$ cat config.mk
export PLATFORM = sky130hd
export DESIGN_NAME = json_string_escaper_top
export DESIGN_NICKNAME = d
export VERILOG_FILES = /design/src/hw/rtl/jse_pkg.sv /design/src/hw/rtl/jse_serializer.sv /design/src/hw/rtl/json_string_escaper_top.sv
export SDC_FILE = /design/constraint.sdc
export NUM_CORES = 1
export LEC_CHECK = 0
export BUFFER_PORTS_ARGS = -buffer_cell sky130_fd_sc_hd__buf_2
export CORE_ASPECT_RATIO = 0.7
export CORE_MARGIN = 4
export CORE_UTILIZATION = 55
export DETAILED_ROUTE_END_ITERATION = 8
export GPL_TIMING_DRIVEN = 0
export PLACE_DENSITY_LB_ADDON = 0.2
export SLEW_MARGIN = 30
export SYNTH_ARGS = -nofsm -noshare
export SYNTH_HDL_FRONTEND = slang
export SYNTH_HIERARCHICAL = 1
export SYNTH_SLANG_ARGS = --single-unit
$ cat constraint.sdc
create_clock -name clock -period 4.4 [get_ports clock]
set_clock_uncertainty 0.1 [all_clocks]
set_input_delay 0.66 -clock clock [delete_from_list [all_inputs] [get_ports clock]]
set_output_delay 0.66 -clock clock [all_outputs]
set_load 0.05 [all_outputs]
$ cat src/hw/rtl/jse_pkg.sv
// ----------------------------------------------------------------------------
// JSON string escaper package
// Shared types, character constants and the per-byte escape function.
// ----------------------------------------------------------------------------
package jse_pkg;

   localparam int unsigned BodyMax = 6;

   localparam logic [7:0] QUOTE_CHAR  = 8'h22;
   localparam logic [7:0] BSLASH_CHAR = 8'h5c;
   localparam logic [7:0] U_CHAR      = 8'h75;
   localparam logic [7:0] ZERO_CHAR   = 8'h30;
   localparam logic [7:0] CTRL_MAX    = 8'h1f;
   localparam logic [7:0] DEL_CHAR    = 8'h7f;
   localparam logic [7:0] HIGH_MARK   = 8'h80;
   localparam logic [7:0] LEAD_MARK   = 8'hc0;
   localparam logic [7:0] LOW6_MASK   = 8'h3f;

   typedef logic [2:0] len_type;

   // One accepted input item.
   typedef struct packed {
      logic [7:0] data_byte;
      logic       has_byte;
      logic       starts_string;
      logic       ends_string;
      logic       text_is_utf8;
   } item_type;

   // Escaped body of one item, framed by optional quotes.
   typedef struct packed {
      logic [BodyMax-1:0][7:0] body;
      len_type                 len;
      logic                    starts_string;
      logic                    ends_string;
   } seg_type;

   function automatic logic [7:0] hex_digit(input logic [3:0] nib);
      logic [7:0] d;
      if (nib < 4'd10) begin
         d = ZERO_CHAR + {4'd0, nib};
      end else begin
         d = 8'h57 + {4'd0, nib};
      end
      return d;
   endfunction

   function automatic seg_type escape_item(input item_type it);
      seg_type    s;
      logic [7:0] x;
      logic [7:0] shortc;
      x = it.data_byte;
      s.body = '0;
      s.starts_string = it.starts_string;
      s.ends_string = it.ends_string;
      case (x)
         QUOTE_CHAR:  shortc = QUOTE_CHAR;
         BSLASH_CHAR: shortc = BSLASH_CHAR;
         8'h08:       shortc = 8'h62;
         8'h09:       shortc = 8'h74;
         8'h0a:       shortc = 8'h6e;
         8'h0c:       shortc = 8'h66;
         8'h0d:       shortc = 8'h72;
         default:     shortc = 8'h00;
      endcase
      if (!it.has_byte) begin
         s.len = 3'd0;
      end else if (shortc != 8'h00) begin
         s.len = 3'd2;
         s.body[0] = BSLASH_CHAR;
         s.body[1] = shortc;
      end else if (x <= CTRL_MAX || x == DEL_CHAR) begin
         s.len = 3'd6;
         s.body[0] = BSLASH_CHAR;
         s.body[1] = U_CHAR;
         s.body[2] = ZERO_CHAR;
         s.body[3] = ZERO_CHAR;
         s.body[4] = hex_digit(x[7:4]);
         s.body[5] = hex_digit(x[3:0]);
      end else if (x >= HIGH_MARK && !it.text_is_utf8) begin
         s.len = 3'd2;
         s.body[0] = LEAD_MARK | {6'd0, x[7:6]};
         s.body[1] = HIGH_MARK | (x & LOW6_MASK);
      end else begin
         s.len = 3'd1;
         s.body[0] = x;
      end
      return s;
   endfunction

endpackage

$ cat src/hw/rtl/jse_serializer.sv
// ----------------------------------------------------------------------------
// JSON string escaper serializer
// Walks one escaped segment a byte per cycle into the output register while the output is not stalled.
// ----------------------------------------------------------------------------
module jse_serializer
   import jse_pkg::*;
(
   input  logic       clock,
   input  logic       reset,
   input  logic       ld_valid,
   input  seg_type    ld_seg,
   output logic       ld_ready,
   output logic       rsp_valid,
   input  logic       rsp_stall,
   output logic [7:0] rsp_out_byte,
   output logic       rsp_run_last
);

   logic       c_valid_ff, c_valid_in;
   seg_type    c_seg_ff;
   logic [2:0] c_idx_ff, c_idx_in;
   logic       d_valid_ff, d_valid_in;
   logic [7:0] d_byte_ff;
   logic       d_last_ff;

   logic       d_free;
   logic       c_emit;
   logic       c_last;
   logic       c_done;
   logic [3:0] c_cnt;
   logic [2:0] c_pos;
   logic [7:0] c_byte;

   assign d_free = !d_valid_ff || !rsp_stall;
   assign c_cnt  = {3'd0, c_seg_ff.starts_string} + {1'b0, c_seg_ff.len}
                 + {3'd0, c_seg_ff.ends_string};
   assign c_last = ({1'b0, c_idx_ff} == (c_cnt - 4'd1));
   assign c_emit = c_valid_ff && d_free;
   assign c_done = c_emit && c_last;
   assign ld_ready = !c_valid_ff || c_done;

   // Position inside the escaped body once the opening quote is skipped.
   assign c_pos = c_idx_ff - {2'd0, c_seg_ff.starts_string};

   always_comb begin
      if (c_seg_ff.starts_string && c_idx_ff == 3'd0) begin
         c_byte = QUOTE_CHAR;
      end else if (c_pos < c_seg_ff.len) begin
         c_byte = c_seg_ff.body[c_pos];
      end else begin
         c_byte = QUOTE_CHAR;
      end
   end

   always_comb begin
      c_valid_in = c_valid_ff;
      c_idx_in   = c_idx_ff;
      if (ld_valid && ld_ready) begin
         c_valid_in = 1'b1;
         c_idx_in   = 3'd0;
      end else if (c_done) begin
         c_valid_in = 1'b0;
      end else if (c_emit) begin
         c_idx_in = c_idx_ff + 3'd1;
      end
   end

   assign d_valid_in = d_free ? c_emit : d_valid_ff;

   always_ff @(posedge clock) begin
      if (reset) begin
         c_valid_ff <= 1'b0;
         d_valid_ff <= 1'b0;
      end else begin
         c_valid_ff <= c_valid_in;
         d_valid_ff <= d_valid_in;
      end
   end

   always_ff @(posedge clock) begin
      c_idx_ff <= c_idx_in;
      if (ld_valid && ld_ready) begin
         c_seg_ff <= ld_seg;
      end
      if (c_emit) begin
         d_byte_ff <= c_byte;
         d_last_ff <= c_last;
      end
   end

   assign rsp_valid    = d_valid_ff;
   assign rsp_out_byte = d_byte_ff;
   assign rsp_run_last = d_last_ff;

endmodule

$ cat src/hw/rtl/json_string_escaper_top.sv
// ----------------------------------------------------------------------------
// JSON string escaper
// Turns a byte stream into JSON-quoted, escaped text, one output byte a cycle while rsp_stall is low.
// ----------------------------------------------------------------------------
// An input byte moves through an input register, an escape decode stage, a
// serializer and an output register. The output side delivers one byte per
// cycle while rsp_stall is low; an item that expands to n output bytes (one to
// eight, counting quotes) holds the serializer until all n have been emitted,
// so plain one-byte items are taken back to back while escapes and quotes make
// req_stall rise until their bytes have drained. Items that produce no output
// are dropped in the decode stage.
module json_string_escaper_top
   import jse_pkg::*;
(
   input  logic       clock,
   input  logic       reset,
   input  logic       req_valid,
   output logic       req_stall,
   input  logic [7:0] req_data_byte,
   input  logic       req_has_byte,
   input  logic       req_starts_string,
   input  logic       req_ends_string,
   input  logic       req_text_is_utf8,
   output logic       rsp_valid,
   input  logic       rsp_stall,
   output logic [7:0] rsp_out_byte,
   output logic       rsp_run_last
);

   logic     a_valid_ff, a_valid_in;
   item_type a_item_ff;
   logic     b_valid_ff, b_valid_in;
   seg_type  b_seg_ff;
   seg_type  a_seg;
   logic     a_nonempty;
   logic     a_adv;
   logic     b_ready;
   logic     req_take;

   jse_serializer u_ser (
      .clock        (clock),
      .reset        (reset),
      .ld_valid     (b_valid_ff),
      .ld_seg       (b_seg_ff),
      .ld_ready     (b_ready),
      .rsp_valid    (rsp_valid),
      .rsp_stall    (rsp_stall),
      .rsp_out_byte (rsp_out_byte),
      .rsp_run_last (rsp_run_last)
   );

   assign a_seg      = escape_item(a_item_ff);
   assign a_nonempty = (a_seg.len != 3'd0) || a_seg.starts_string || a_seg.ends_string;
   assign a_adv      = !b_valid_ff || b_ready;
   assign req_stall  = a_valid_ff && !a_adv;
   assign req_take   = req_valid && !req_stall;

   always_comb begin
      a_valid_in = a_valid_ff;
      b_valid_in = b_valid_ff;
      if (a_adv) begin
         b_valid_in = a_valid_ff && a_nonempty;
      end
      if (req_take) begin
         a_valid_in = 1'b1;
      end else if (a_adv) begin
         a_valid_in = 1'b0;
      end
   end

   always_ff @(posedge clock) begin
      if (reset) begin
         a_valid_ff <= 1'b0;
         b_valid_ff <= 1'b0;
      end else begin
         a_valid_ff <= a_valid_in;
         b_valid_ff <= b_valid_in;
      end
   end

   always_ff @(posedge clock) begin
      if (req_take) begin
         a_item_ff <= '{data_byte:     req_data_byte,
                        has_byte:      req_has_byte,
                        starts_string: req_starts_string,
                        ends_string:   req_ends_string,
                        text_is_utf8:  req_text_is_utf8};
      end
      if (a_adv) begin
         b_seg_ff <= a_seg;
      end
   end

`ifndef SYNTH
   a_empty_dropped: assert property (@(posedge clock) disable iff (reset)
      b_valid_ff |-> (b_seg_ff.len != 3'd0 || b_seg_ff.starts_string
                      || b_seg_ff.ends_string))
      else $error("decode stage holds an item that produces no output");

   a_hold: assert property (@(posedge clock) disable iff (reset)
      (a_valid_ff && !a_adv) |=> (a_valid_ff && $stable(a_item_ff)))
      else $error("input register changed while blocked");

   stall_only_full: assert property (@(posedge clock) disable iff (reset)
      req_stall |-> (a_valid_ff && b_valid_ff && !b_ready))
      else $error("input stalled with room in the pipeline");
`endif

endmodule

==> reports/summary.txt, run 1 <==
#FFs+latches synth - 117
Synth Area in Compound Gates - 0.0747
DP Cell Count - 492
IO Pins - 27
post-synth cell types - 56
Static Leak - 2.27 nW
Final Critical Period - 4.07 ns
Reg power frac - 0.412
largest net degree at the start of global routing - 39
TritonRoute pass-1 iters - 5
fin cells - 524
CP max stage cell - fa_1
Reg area - 0.00344 mm2
Worst R2R Start - u_ser/c_seg_ff[2]
clock group share of total power - 0.386
Startpoint Class - register
cell area after placement - 0.00537 mm2
Vias/cell - 5.49
Synth Area in Simple Gates - 0.0877
Max Buffers Root-to-Sink - 2
CP Max Fanout - 19
Synth Area in Adders - 0.0515
Fill cells - 605
largest family of logic cells by synthesized area - simple AND/OR/NAND/NOR gates
Post-synth top cells - edfxtp_1, a21oi_1, inv_1, nand2_1, ha_1
most common flop cell mapped by yosys - edfxtp_1
max-cap viol count - 0
Antenna Nets Post-Route - 0
HPWL after DPL - 5.97 mm
Nets - 428
wirelength, routed - 8.95 mm
design area - 0.00593 mm2
multi-input logic area - 0.00148 mm2
Hold WC Path Type - reg2reg
status - finished, final reports clean
Critical Path RT - 3.64 ns
Arr. time, crit path - 3.31 ns
peak supply drop - 0.299 mV
Cell Pwr Density - 552 mW/mm2
switching power - 0.000877 W
setup slack, reg-to-reg - 0.79 ns
post-route setup slack - 0.326 ns
synthesized area per cell - 15.2 um2
Worst-Skew Late Latency - 0.40 ns
crit path kind - reg2out
pin slew with the least headroom to its limit - 0.682 ns
GPL Wtd Cong - 0.850
proportion of layout cells with a drive suffix above 1 - 0.220
clock sink count - 117
core area - 0.00865 mm2
CTS clock-pin slew for the worst setup and hold paths - 0.05 ns
Synth area leader - edfxtp_1
Gate power share - 0.203
max incr delay on CP - 0.40 ns
RSZ-0062 raised after global routing - false
Cell Area, Synth - 0.00501 mm2
grt total ovfl - 0
final hold vios - 0
async set-reset flop share out of synthesis - 0
top cell type's share of synthesized area - 0.660
Die H - 87.8 um
via count of the first global-routing pass - 2892
Iter 0 DRT Violations - 216
first-pass GRT wire length - 15.0 mm
sw frac - 0.268
area delta synth->final - 18.5%
hold_sp - b_seg_ff[38]
Synth Instances - 330
Vias - 2876
Seq/Total Area, Yosys - 0.687
chip width - 122 um
setup TNS - 0 ns
CTS Hold Bufs - 0
Ys Warns - 6
fin. max-slew vios - 0
# DRC - 0
CTS tree - yes
Worst Reg-to-Reg Cells - 12
Max Freq - 245 MHz
Post-CTS Setup Inserts - 0
multiplexer area fraction after synthesis - 0.0535
post-place setup slack - -0.00276 ns
worst relative slew slack - 0.544
Tcrit/Tclk final - 0.926
# diodes - 0
count of final setup violators - 0
critical path depth - 12
TritonCTS Buffers - 17
clock root cell - clkbuf_16
Hold Path Sink - u_ser/c_seg_ff[38]
critical path's top delay family - adder cells
total chip power - 0.00328 W
Initial Util - 0.579
die area - 0.0107 mm2
hold depth - 0
r2r endpoint - a_item_ff[4]
Post-synth EDFFs - 110
WP buf/inv - 3
count leader, synth - edfxtp_1
xor-xnor portion of the synthesized cell area - 0.0115
H-Tree Level Count - 4
initial antenna violation count - 0
crit path cell chain - inv_1 -> ha_1 -> inv_1 -> ha_1 -> fa_1 -> xnor3_1 -> nand3_2 -> nor3_4 -> a21o_1 -> nand2b_4 -> nor2_2 -> buf_2
total track usage - 0.191
Int Power - 0.00240 W
FP Rows - 28
crit path capture type - primary output
input/output buffers - 26
Area contributors post-synth - edfxtp_1, ha_1, mux4_2, dfxtp_1, a21oi_1
Wirelength per Cell - 17.1 um
==> logic make-up (layout without fill, tap and decap cells) <==
| logic type | count (synthesis) | in the layout |
|---|---|---|
| flops | 117 | 117 |
| simple gates | 81 | 82 |
| compound gates | 55 | 55 |
| buf+inv | 35 | 93 |
| fa+ha+maj | 20 | 20 |
| mux | 16 | 16 |
| xor+xnor | 5 | 5 |
| other cells | 1 | 16 |
==> power groups by stage <==
| stage | Combinational (W) | Clock, W | Sequential (W) |
|---|---|---|---|
| after floorplan | 0.000470 | 0 | 0.00140 |
| after global placement | 0.000643 | 0 | 0.00137 |
| after detailed placement | 0.000660 | 0 | 0.00137 |
| after CTS | 0.000667 | 0.00128 | 0.00135 |
| after global routing | 0.000738 | 0.00135 | 0.00136 |
| final | 0.000664 | 0.00126 | 0.00135 |
==> cell usage in the layout, fill, tap and decap left out, drive strengths merged, types with 8 or more instances in the layout <==
| cell | n |
|---|---|
| a21oi | 24 |
| clkinv | 8 |
| clkbuf | 23 |
| buf | 36 |
| nor2 | 15 |
| nand3 | 13 |
| ha | 19 |
| mux4 | 8 |
| inv | 21 |
| nand2 | 21 |
| conb | 16 |
| edfxtp | 110 |
==> sequential cells by signal, indices dropped and copies added (netlist names) <==
| signal | cells |
|---|---|
| a_item_ff | 12 |
| u_ser/rsp_run_last | 1 |
| u_ser/rsp_valid | 1 |
| b_seg_ff | 36 |
| u_ser/c_idx_ff | 3 |
| u_ser/c_valid_ff | 1 |
| a_valid_ff | 1 |
| b_valid_ff | 1 |
| u_ser/c_seg_ff | 53 |
| u_ser/rsp_out_byte | 8 |
==> cell type report <==
| cell class | count | area share |
|---|---|---|
| plain buffers | 14 | 0.0145 |
| clock buffers | 18 | 0.0723 |
| clock inverters | 13 | 0.0196 |
| inverters | 21 | 0.0133 |
| multi-input cells | 194 | 0.249 |
| flip-flops and latches | 117 | 0.580 |
| well taps | 120 | 0.0253 |
| repair buffers | 27 | 0.0253 |
==> layer usage <==
metal / global-route usage / vias up / routed length, um
li1: - / 1374 / -
met5: 0 / - / 0
met4: 0.0661 / 0 / 71
met1: 0.279 / 1408 / 4130
met2: 0.273 / 86 / 4180
met3: 0.0646 / 8 / 563
==> stage by stage <==
step                utilization  hold WS [ns]
global placement          0.618         0.302
detailed placement        0.621         0.305
floorplan                     -         0.300
finish                    0.686         0.310
global route              0.686         0.313
CTS                       0.684         0.317
==> worst max-delay path by stage <==
stage                                 start                 end  slack, ns
final                     u_ser/c_seg_ff[2]           req_stall       0.33
after global routing      u_ser/c_seg_ff[2]           req_stall       0.11
after CTS                 u_ser/c_seg_ff[2]           req_stall       0.13
after detailed placement  u_ser/c_seg_ff[2]        a_item_ff[8]     -0.003
after global placement    u_ser/c_seg_ff[2]  u_ser/c_seg_ff[43]      -0.01
after floorplan           u_ser/c_seg_ff[2]        a_item_ff[0]       0.25
==> what timing repair did <==
action / 4_1_cts / 5_1_grt
cloned: 0 / 1
resized for setup: 1 / 1
setup endpoints to repair: 13 / 1
Note: power is estimated with default switching activity, not from simulation.
==> run 2, diff against run 1 <==
==> constraint.sdc (replaced) <==
create_clock -name clock -period 4.4 [get_ports clock]
set_clock_uncertainty 0.1 [all_clocks]
set_input_delay 0.66 -clock clock [delete_from_list [all_inputs] [get_ports clock]]
set_output_delay 0.66 -clock clock [all_outputs]
set_load 0.01 [all_outputs]
==> run 2 against run 1 <==
Die area unchanged; routed wire length up 0.88%; clock power up 11%; largest cell class unchanged; first-iteration DRC count down 3.7%; worst setup slack better by 0.032 ns; cell count up 0.19%; highest routed layer unchanged; sequential cell count unchanged; critical path depth unchanged; non-clock buffer count up 1.
==> reports/summary.txt, run 2 (synthesized netlist as in run 1, its figures left out) <==
CTS Hold Bufs - 0 (unchanged)
input/output buffers - 26 (unchanged)
leading cell type in the layout, fill and taps excluded - edfxtp_1 (unchanged)
first-pass GRT wire length - 14.7 mm (was 15.0 mm)
TritonCTS Buffers - 17 (unchanged)
RSZ-0062 raised after global routing - false (unchanged)
max FFs per register - 53 (unchanged)
Vias - 2828 (was 2876)
Reg power frac - 0.400 (was 0.412)
count of final setup violators - 0 (unchanged)
setup slack, reg-to-reg - 0.74 ns (was 0.79 ns)
Nets - 428 (unchanged)
total chip power - 0.00338 W (was 0.00328 W)
HPWL after DPL - 5.89 mm (was 5.97 mm)
WP buf/inv - 3 (unchanged)
Worst R2R Start - u_ser/c_seg_ff[2] (unchanged)
# diodes - 0 (unchanged)
Iter 0 DRT Violations - 208 (was 216)
sw frac - 0.252 (was 0.268)
# DRC - 0 (unchanged)
core area - 0.00865 mm2 (unchanged)
peak supply drop - 0.378 mV (was 0.299 mV)
Arr. time, crit path - 3.28 ns (was 3.31 ns)
status - finished, final reports clean (unchanged)
die area - 0.0107 mm2 (unchanged)
H-Tree Level Count - 4 (unchanged)
hold_sp - b_seg_ff[45] (was b_seg_ff[38])
clock group share of total power - 0.413 (was 0.386)
via count of the first global-routing pass - 2783 (was 2892)
TritonRoute pass-1 iters - 4 (was 5)
total track usage - 0.191 (about the same)
pin slew with the least headroom to its limit - 0.692 ns (was 0.682 ns)
crit path cell chain - inv_1 -> ha_1 -> inv_1 -> ha_1 -> fa_1 -> xnor3_1 -> nand3_2 -> nor3_4 -> a21o_1 -> nand2b_4 -> nor2_1 -> buf_2 (was inv_1 -> ha_1 -> inv_1 -> ha_1 -> fa_1 -> xnor3_1 -> nand3_2 -> nor3_4 -> a21o_1 -> nand2b_4 -> nor2_2 -> buf_2)
CP max stage cell - fa_1 (unchanged)
Antenna Nets Post-Route - 0 (unchanged)
Vias/cell - 5.39 (was 5.49)
Cell Pwr Density - 562 mW/mm2 (was 552 mW/mm2)
Gate power share - 0.187 (was 0.203)
chip width - 122 um (unchanged)
Die H - 87.8 um (unchanged)
proportion of layout cells with a drive suffix above 1 - 0.220 (about the same)
Max Freq - 247 MHz (was 245 MHz)
Static Leak - 2.31 nW (was 2.27 nW)
largest net degree at the start of global routing - 54 (was 39)
GPL Wtd Cong - 0.868 (was 0.850)
Largest regs - u_ser/c_seg_ff: 53 flops, b_seg_ff: 36 flops, a_item_ff: 12 flops (unchanged)
critical path startpoint - u_ser/c_seg_ff[2] (unchanged)
Fill cells - 584 (was 605)
Startpoint Class - register (unchanged)
IO Pins - 27 (unchanged)
max-cap viol count - 0 (unchanged)
crit path capture type - primary output (unchanged)
area delta synth->final - 20.0% (was 18.5%)
largest register by flop count - u_ser/c_seg_ff (unchanged)
CTS clock-pin slew for the worst setup and hold paths - 0.06 ns (was 0.05 ns)
crit path kind - reg2out (unchanged)
Int Power - 0.00252 W (was 0.00240 W)
CTS tree - yes (unchanged)
clock sink count - 117 (unchanged)
initial antenna violation count - 0 (unchanged)
wirelength, routed - 9.03 mm (was 8.95 mm)
grt total ovfl - 0 (unchanged)
Wirelength per Cell - 17.2 um (was 17.1 um)
Initial Util - 0.579 (unchanged)
Tcrit/Tclk final - 0.919 (was 0.926)
critical path's top delay family - adder cells (unchanged)
hold_ws - 0.309 ns (was 0.310 ns)
FP Rows - 28 (unchanged)
fin. max-slew vios - 0 (unchanged)
clock root cell - clkbuf_16 (unchanged)
Final Critical Period - 4.04 ns (was 4.07 ns)
switching power - 0.000851 W (was 0.000877 W)
most frequent cells in the layout - edfxtp_1, buf_2, a21oi_1 (unchanged)
CP Max Fanout - 18 (was 19)
max incr delay on CP - 0.41 ns (was 0.40 ns)
Critical Path RT - 3.64 ns (about the same)
Hold WC Path Type - reg2reg (unchanged)
Max Buffers Root-to-Sink - 2 (unchanged)
Worst-Skew Late Latency - 0.42 ns (was 0.40 ns)
final hold vios - 0 (unchanged)
worst relative slew slack - 0.537 (was 0.544)
[run 2: layer usage]
layer,track usage,vias to the layer above,part of all wire
li1,-,1369,-
met1,0.265,1374,0.48
met2,0.277,75,0.46
met3,0.0549,10,0.047
met4,0.0996,0,0.014
met5,0,-,0
[run 2: layout make-up]
class,count,area [um2],share of cell area
Tap cell,120,150,0.0250
Sequential cell,117,3440,0.573
Clock buffer,21,440,0.0733
Multi-Input combinational cell,193,1470,0.244
Inverter,21,78.8,0.0131
Timing Repair Buffer,28,185,0.0308
Buffer,14,86.3,0.0144
Clock inverter,11,158,0.0262
[run 2: power by group through the flow]
| stage | Sequential [W] | Clock (W) | Combinational (W) |
|---|---|---|---|
| 6_report | 0.00135 | 0.00140 | 0.000631 |
| 5_1_grt | 0.00136 | 0.00147 | 0.000708 |
| 4_1_cts | 0.00135 | 0.00142 | 0.000632 |
| 3_5_place_dp | 0.00137 | 0 | 0.000626 |
| 3_3_place_gp | 0.00137 | 0 | 0.000614 |
| 2_1_floorplan | 0.00137 | 0 | 0.000469 |
[run 2: path summary, 6_finish.rpt]
| kind | to | cells past startpoint |
|---|---|---|
| setup / recovery | req_stall | 12 |
| hold / removal | u_ser/c_seg_ff[45] | 0 |
| setup reg to reg | a_item_ff[4] | 12 |
| hold reg to reg | u_ser/c_seg_ff[45] | 0 |
[run 2: repair_timing]
action                                  CTS  global route
buffers inserted                          0             0
resized for setup                         0             1
hold endpoints to repair                  0             0
endpoints found under the setup margin    0             1
[run 2: stage by stage]
stage               setup slack, ns  cells  utilization  instance area (um2)  TNS, ns
finish                        0.357    525        0.695                 6010        0
global route                  0.172    525        0.695                 6010        0
CTS                           0.149    525        0.694                 6000        0
detailed placement            0.270    493        0.625                 5410        0
global placement             -0.623    491        0.618                 5350    -7.71
floorplan                    0.0862    345            -                 5060        0
==> run 3, diff against run 2 <==
--- a/config.mk
+++ b/config.mk
@@ -7,8 +7,8 @@
 export LEC_CHECK = 0
 export BUFFER_PORTS_ARGS = -buffer_cell sky130_fd_sc_hd__buf_2
 export CORE_ASPECT_RATIO = 0.7
-export CORE_MARGIN = 4
-export CORE_UTILIZATION = 55
+export CORE_MARGIN = 2
+export CORE_UTILIZATION = 58
 export DETAILED_ROUTE_END_ITERATION = 8
 export GPL_TIMING_DRIVEN = 0
 export PLACE_DENSITY_LB_ADDON = 0.2
==> constraint.sdc (replaced) <==
create_clock -name clock -period 4.2 [get_ports clock]
set_clock_uncertainty 0.1 [all_clocks]
set_input_delay 0.63 -clock clock [delete_from_list [all_inputs] [get_ports clock]]
set_output_delay 0.63 -clock clock [all_outputs]
set_load 0.01 [all_outputs]
==> run 3 against run 2 <==
Critical path depth unchanged; core utilization grew 0.43 points; routed wire length fell by 6.5%; sequential cell count stayed put; design area fell by 2.2%; via count decreased by 0.95%; worst setup slack better by 0.028 ns; power is 1.3% lower; die area shrank 12%; non-clock buffer count down 1; clock-buffer cell count shrank 3; sequential share of layout area is 1.3 points higher.
==> reports/summary.txt, run 3 (synthesized netlist as in run 1, its figures left out) <==
pin slew with the least headroom to its limit - 0.708 ns (was 0.692 ns)
switching power - 0.000879 W (was 0.000851 W)
input/output buffers - 26 (unchanged)
# DRC - 0 (unchanged)
CTS Hold Bufs - 0 (unchanged)
WL met2 - 3.85 mm (was 4.15 mm)
met3 wire length - 396 um (was 427 um)
Highest Signal Layer - met4 (unchanged)
TritonRoute pass-1 iters - 5 (was 4)
via count of the first global-routing pass - 2533 (was 2783)
Antenna Nets Post-Route - 0 (unchanged)
leading cell type in the layout, fill and taps excluded - edfxtp_1 (unchanged)
max incr delay on CP - 0.41 ns (about the same)
max-cap viol count - 0 (unchanged)
CP Max Fanout - 5 (was 18)
cell area after placement - 0.00533 mm2 (was 0.00541 mm2)
DP Cell Count - 476 (was 493)
Tcrit/Tclk final - 0.908
Wirelength per Cell - 16.6 um (was 17.2 um)
Worst-Skew Late Latency - 0.40 ns (was 0.42 ns)
HPWL after DPL - 5.64 mm (was 5.89 mm)
worst relative slew slack - 0.526 (was 0.537)
largest net degree at the start of global routing - 54 (unchanged)
Max Freq - 262 MHz
core area - 0.00841 mm2 (was 0.00865 mm2)
Hold WC Path Type - in2reg (was reg2reg)
TritonCTS Buffers - 17 (unchanged)
most frequent cells in the layout - edfxtp_1, buf_2, a21oi_1 (unchanged)
crit path capture type - primary output (unchanged)
CTS tree - yes (unchanged)
Reg power frac - 0.425 (was 0.400)
Largest regs - u_ser/c_seg_ff: 53 flops, b_seg_ff: 36 flops, a_item_ff: 12 flops (unchanged)
crit path cell chain - inv_1 -> ha_1 -> inv_1 -> ha_1 -> fa_1 -> xnor3_1 -> nand3_2 -> nor3_4 -> a21o_1 -> nand2b_4 -> nor2_1 -> buf_2 (unchanged)
total chip power - 0.00333 W (was 0.00338 W)
GPL Wtd Cong - 0.811 (was 0.868)
Max Buffers Root-to-Sink - 2 (unchanged)
WP buf/inv - 3 (unchanged)
final hold vios - 0 (unchanged)
Critical Path RT - 3.47 ns (was 3.64 ns)
max FFs per register - 53 (unchanged)
Gate power share - 0.199 (was 0.187)
crit path kind - reg2out (unchanged)
sw frac - 0.264 (was 0.252)
area delta synth->final - 17.3% (was 20.0%)
CP max stage cell - fa_1 (unchanged)
first-pass GRT wire length - 13.3 mm (was 14.7 mm)
Int Power - 0.00245 W (was 0.00252 W)
post-place setup slack - 0.0593 ns (was 0.270 ns)
count of final setup violators - 0 (unchanged)
DRT met1 WL - 4.07 mm (was 4.32 mm)
Iter 0 DRT Violations - 226 (was 208)
IO Pins - 27 (unchanged)
CTS clock-pin slew for the worst setup and hold paths - 0.05 ns (was 0.06 ns)
Startpoint Class - register (unchanged)
# diodes - 0 (unchanged)
RSZ-0062 raised after global routing - false (unchanged)
Final Critical Period - 3.81 ns
proportion of layout cells with a drive suffix above 1 - 0.218 (was 0.220)
grt total ovfl - 0 (unchanged)
status - finished, final reports clean (unchanged)
FP Rows - 28 (unchanged)
die area - 0.00941 mm2 (was 0.0107 mm2)
Arr. time, crit path - 3.08 ns (was 3.28 ns)
clock group share of total power - 0.376 (was 0.413)
fin. max-slew vios - 0 (unchanged)
peak supply drop - 0.535 mV (was 0.378 mV)
design area - 0.00588 mm2 (was 0.00601 mm2)
Vias/cell - 5.50 (was 5.39)
post-route setup slack - 0.385 ns (was 0.357 ns)
Vias - 2801 (was 2828)
initial antenna violation count - 0 (unchanged)
clock sink count - 117 (unchanged)
Static Leak - 2.26 nW (was 2.31 nW)
Final Util - 0.699 (was 0.695)
Die H - 81.8 um (was 87.8 um)
Initial Util - 0.596 (was 0.579)
chip width - 115 um (was 122 um)
Nets - 428 (unchanged)
total track usage - 0.199 (was 0.191)
wirelength, routed - 8.44 mm (was 9.03 mm)
H-Tree Level Count - 4 (unchanged)
clock root cell - clkbuf_16 (unchanged)
fin cells - 509 (was 525)
critical path's top delay family - adder cells (unchanged)
Cell Pwr Density - 567 mW/mm2 (was 562 mW/mm2)
largest register by flop count - u_ser/c_seg_ff (unchanged)
[run 3: cell types whose count changed in the layout (fill, tap and decap cells not counted), sizes merged]
cell    before  now
buf         37   36
clkbuf      26   23
bufinv       4    1
clkinv       5   10
nand2b       3    4
[run 3: repair_timing]
item	in CTS	in global routing
resized for setup	1	0
gates cloned	0	1
buffers inserted	0	1
setup endpoints to repair	1	1
[run 3: final timing paths]
kind,from,end,slack (ns),depth (start not counted)
worst max register to register,u_ser/c_seg_ff[2],a_item_ff[4],0.74,12
worst max-delay path,u_ser/c_seg_ff[2],req_stall,0.39,12
worst min register to register,b_seg_ff[50],u_ser/c_seg_ff[50],0.31,0
worst min-delay path,req_data_byte[6],a_item_ff[10],0.30,1
[run 3: area by class of cell]
type | instances | area (um2)
Clock inverter | 13 | 92.6
Inverter | 21 | 78.8
Buffer | 14 | 86.3
Timing Repair Buffer | 27 | 138
Sequential cell | 117 | 3440
Tap cell | 105 | 131
Clock buffer | 18 | 429
Fill cell | 581 | 2530
Multi-Input combinational cell | 194 | 1480
[run 3: routing by layer]
layer,vias up,global-route usage
met4,0,0.0916
met3,16,0.0590
li1,1378,-
met1,1331,0.287
met2,76,0.284
met5,-,0
[run 3: power groups by stage]
stage | Clock (W) | Combinational, W | Sequential [W]
5_1_grt | 0.00132 | 0.000729 | 0.00142
3_5_place_dp | 0 | 0.000652 | 0.00144
3_3_place_gp | 0 | 0.000640 | 0.00143
4_1_cts | 0.00127 | 0.000661 | 0.00141
6_report | 0.00125 | 0.000662 | 0.00142
2_1_floorplan | 0 | 0.000492 | 0.00143
[run 3: metrics by stage]
step,TNS (ns),hold slack [ns]
after floorplan,0,0.300
after global placement,-8.51,0.301
after detailed placement,0,0.305
after CTS,0,0.285
after global routing,0,0.285
final,0,0.301
